==> src/tsz_pkg.sv <==
// ============================================================================
// tsz_pkg
// Shared types and constants for the zero in-degree topological sorter.
// ============================================================================
package tsz_pkg;

    localparam int unsigned MaxVertices = 64;
    localparam int unsigned VertW       = 6;
    localparam int unsigned CountW      = 7;

    localparam logic [1:0] CmdAdd   = 2'd0;
    localparam logic [1:0] CmdSort  = 2'd1;
    localparam logic [1:0] CmdClear = 2'd2;

    typedef struct packed {
        logic [1:0]       cmd;
        logic [VertW-1:0] src_vertex;
        logic [VertW-1:0] dst_vertex;
    } t_in_req;

    typedef struct packed {
        logic [VertW-1:0] vertex;
        logic             ok;
        logic             last;
    } t_out_req;

    // Edge store access from the sequencer
    typedef struct packed {
        logic             wr_en;
        logic [VertW-1:0] wr_addr;
        logic [MaxVertices-1:0] wr_data;
        logic             rd_en;
        logic [VertW-1:0] rd_addr;
    } t_mem_ctl;

endpackage

==> src/tsz_row_ram.sv <==
// ============================================================================
// tsz_row_ram
// Adjacency row memory, one write and one registered read per cycle.
// ============================================================================
module tsz_row_ram
    import tsz_pkg::*;
(
    input  logic                   i_clk,
    input  t_mem_ctl               i_ctl,
    output logic [MaxVertices-1:0] o_rd_data
);

    logic [MaxVertices-1:0] r_mem [MaxVertices];

    // Write row
    always_ff @(posedge i_clk) begin
        if (i_ctl.wr_en) begin
            r_mem[i_ctl.wr_addr] <= i_ctl.wr_data;
        end
    end

    // Registered read
    always_ff @(posedge i_clk) begin
        if (i_ctl.rd_en) begin
            o_rd_data <= r_mem[i_ctl.rd_addr];
        end
    end

endmodule

==> config.mk <==
export PLATFORM = sky130hd
export DESIGN_NAME = tsz_row_ram
export DESIGN_NICKNAME = d
export VERILOG_FILES = /design/src/tsz_pkg.sv /design/src/tsz_row_ram.sv
export SDC_FILE = /design/constraint.sdc
export NUM_CORES = 2
export LEC_CHECK = 0
export BUFFER_PORTS_ARGS = -buffer_cell sky130_fd_sc_hd__buf_2
export CORE_MARGIN = 2
export CORE_UTILIZATION = 45
export DETAILED_ROUTE_END_ITERATION = 12
export MAX_ROUTING_LAYER = met4
export PLACE_DENSITY = 0.61
export SLEW_MARGIN = 5
export SYNTH_ARGS = -nofsm -noshare
export SYNTH_HDL_FRONTEND = slang
export SYNTH_SLANG_ARGS = --single-unit
==> constraint.sdc <==
create_clock -name i_clk -period 10.7 [get_ports i_clk]
set_input_delay 0 -clock i_clk [delete_from_list [all_inputs] [get_ports i_clk]]
set_output_delay 0 -clock i_clk [all_outputs]
set_load 0.03 [all_outputs]
==> metrics <==
status complete, no violations; Clock Latency Late Sink 960 ps; fin nets 7134; DRT Wirelength 444000 um; Synth area leaders edfxtp_1 80%, mux4_2 15%, mux2i_1 0.86%; Post-synth EDFFs 4160; Final ANT Viol Nets 0; # Post-CTS Setup Buffers 0; Post-Syn Instances 6598; Pre-Repair DR Iteration Count 5; Bufs on Longest Clock Path 4; RSZ-0062 raised after global routing no; first-pass GRT wire length 611000 um; dominant cell type by area after synthesis edfxtp_1; WL/cell 37.1 um; CTS H-tree lvls 5; area grow syn2layout 13.2%; Post-Syn Nets 6677; initial core utilization 0.453; # setup viols final 0; Vias per Instance 6.43; Inserted Clock Buffers 406; crit path kind in -> reg; Total GRT Usage 0.255; layout cells sized above 1 0.275; Final Max Slew Viols 0; FP Rows 216; Clock transition at path regs 60 ps; Post-synth ARST share 0; post-cts gate resize count 0; Congestion Overflow GR 0; Final Total Pwr 33.8 mW; Core ar. 0.347 mm^2; Slew HR 0.119; most frequent cell after synthesis edfxtp_1; Post-Route Skew 41.6 ps; Cell variety after synth 32; largest net degree at the start of global routing 121; final setup TNS 0 ps; min cycle time layout 3470 ps; Synthesis Warnings 0; Mapped Area 0.157 mm^2; Worst-Margin Slew 1320 ps; Peak VDD IR 158 uV; Die Ht 595 um; PD cells 190 mW/mm^2; Leakage Power 55.0 nW; die area 0.354 mm^2; final hold vios 0; Post-CTS Hold Buffers 74; hpwl dp 230000 um; worst path arrival time 4130 ps; area share of the largest cell type after synthesis 0.796; DRC violations left 0; Mean Syn Cell Area 23.8 um^2; register area share after synthesis 0.796; CP Launch Type input port; Final period util 0.325; via count of the first global-routing pass 76.1k; CTS Root Cell clkbuf_16; hold crit path type in -> reg; initial antenna violation count 44; die extent in x 595 um; Max Freq 288 MHz; CTS Sinks 4160; Post-synth top cells 4160 x edfxtp_1, 1024 x mux4_2, 170 x buf_2; io pins 143; port bufs 142; Vias 76.9k; DRT iter0 DRCs 11.3k; #FFs+latches synth 4160; GPL Wtd Cong 0.785; CP Capture Type register; max_cap viols 0; Max FO, Critical Path 105; CTS tree built; Main synth FF type edfxtp_1; Worst EP required 11360 ps
-- path summary, 6_finish.rpt --
check / slack, ps / end / depth (start not counted) / from
worst min register to register: 910 / o_rd_data[2] / 4 / r_mem[37][2]
worst min-delay path: 100 / o_rd_data[46] / 5 / i_ctl[5]
worst max register to register: 8470 / o_rd_data[62] / 5 / r_mem[11][62]
worst max-delay path: 7230 / o_rd_data[41] / 8 / i_ctl[2]
-- metal layers --
| layer | wire length [um] | global-route usage | vias up |
|---|---|---|---|
| met3 | 42500 | 0.0392 | 677 |
| met5 | 0 | - | - |
| li1 | - | - | 29500 |
| met1 | 178000 | 0.362 | 42300 |
| met2 | 211000 | 0.391 | 4465 |
| met4 | 12200 | 0.0669 | 0 |
-- sequential cells by signal (all words and copies together) (netlist names) --
name,cells
r_mem,4096
o_rd_data,64
-- worst max-delay path: stages --
cell	delay (ps)
buf_8	450
buf_4	680
buf_12	590
buf_4	860
mux4_2	420
or3_1	330
a41oi_1	470
a211oi_1	90
-- placed cells by master, fill, tap and decap left out, types with 8 or more instances in the layout --
master	synthesis	routed
clkbuf_1	140	88
nor2_4	0	65
clkinv_2	0	59
o221ai_1	38	38
nand3_1	45	45
and3_1	64	64
clkinvlp_4	0	8
a41oi_1	26	26
or3_1	29	29
nor2b_1	28	24
inv_6	0	13
mux2i_1	135	135
inv_1	19	19
clkinv_1	0	90
diode_2	0	16
a22oi_1	168	168
a2bb2oi_1	19	19
a211oi_1	63	63
edfxtp_1	4160	4160
buf_4	34	188
clkbuf_16	0	409
dlygate4sd3_1	0	74
buf_12	0	17
o22ai_1	83	83
nor2_1	112	47
bufinv_16	0	40
nand2_1	58	55
nand2b_1	11	8
mux4_2	1024	1024
a22o_1	88	88
a31oi_1	18	18
buf_2	170	138
or2_2	28	28
-- cells by family after synthesis --
kind of cell | synth area share
AO/OA/AOI/OAI | 0.0247
buffers and inverters | 0.0118
flip-flops | 0.796
multiplexers | 0.156
AND/OR/NAND/NOR | 0.0123
-- cell type report --
cell class / instances / area [um^2]
clock inverters: 228 / 2340
fillers: 26700 / 169000
flip-flops and latches: 4160 / 125000
clock buffers: 497 / 10600
well taps: 4578 / 5730
multi-input cells: 2049 / 30800
inverters: 19 / 71.3
diodes: 16 / 40.0
repair buffers: 419 / 3210
-- power by group --
group          switching (mW)  leakage [nW]  internal, mW
clock                    6.08          6.29          7.98
combinational            1.01          11.2         0.562
sequential             0.0577          37.5          18.1
-- stage by stage --
stage / std cells / cell area (um^2) / setup WS (ps) / utilization / hold slack (ps)
after global placement: 11200 / 164000 / 6310 / 0.473 / 421
after CTS: 12000 / 178000 / 7310 / 0.512 / 3.05
after detailed placement: 11200 / 164000 / 6290 / 0.473 / 424
after global routing: 12000 / 178000 / 7110 / 0.512 / 114
final: 12000 / 178000 / 7230 / 0.512 / 98.1
after floorplan: 6598 / 157000 / 5260 / - / 98.9
No activity file was read; power rests on OpenSTA's default activity.
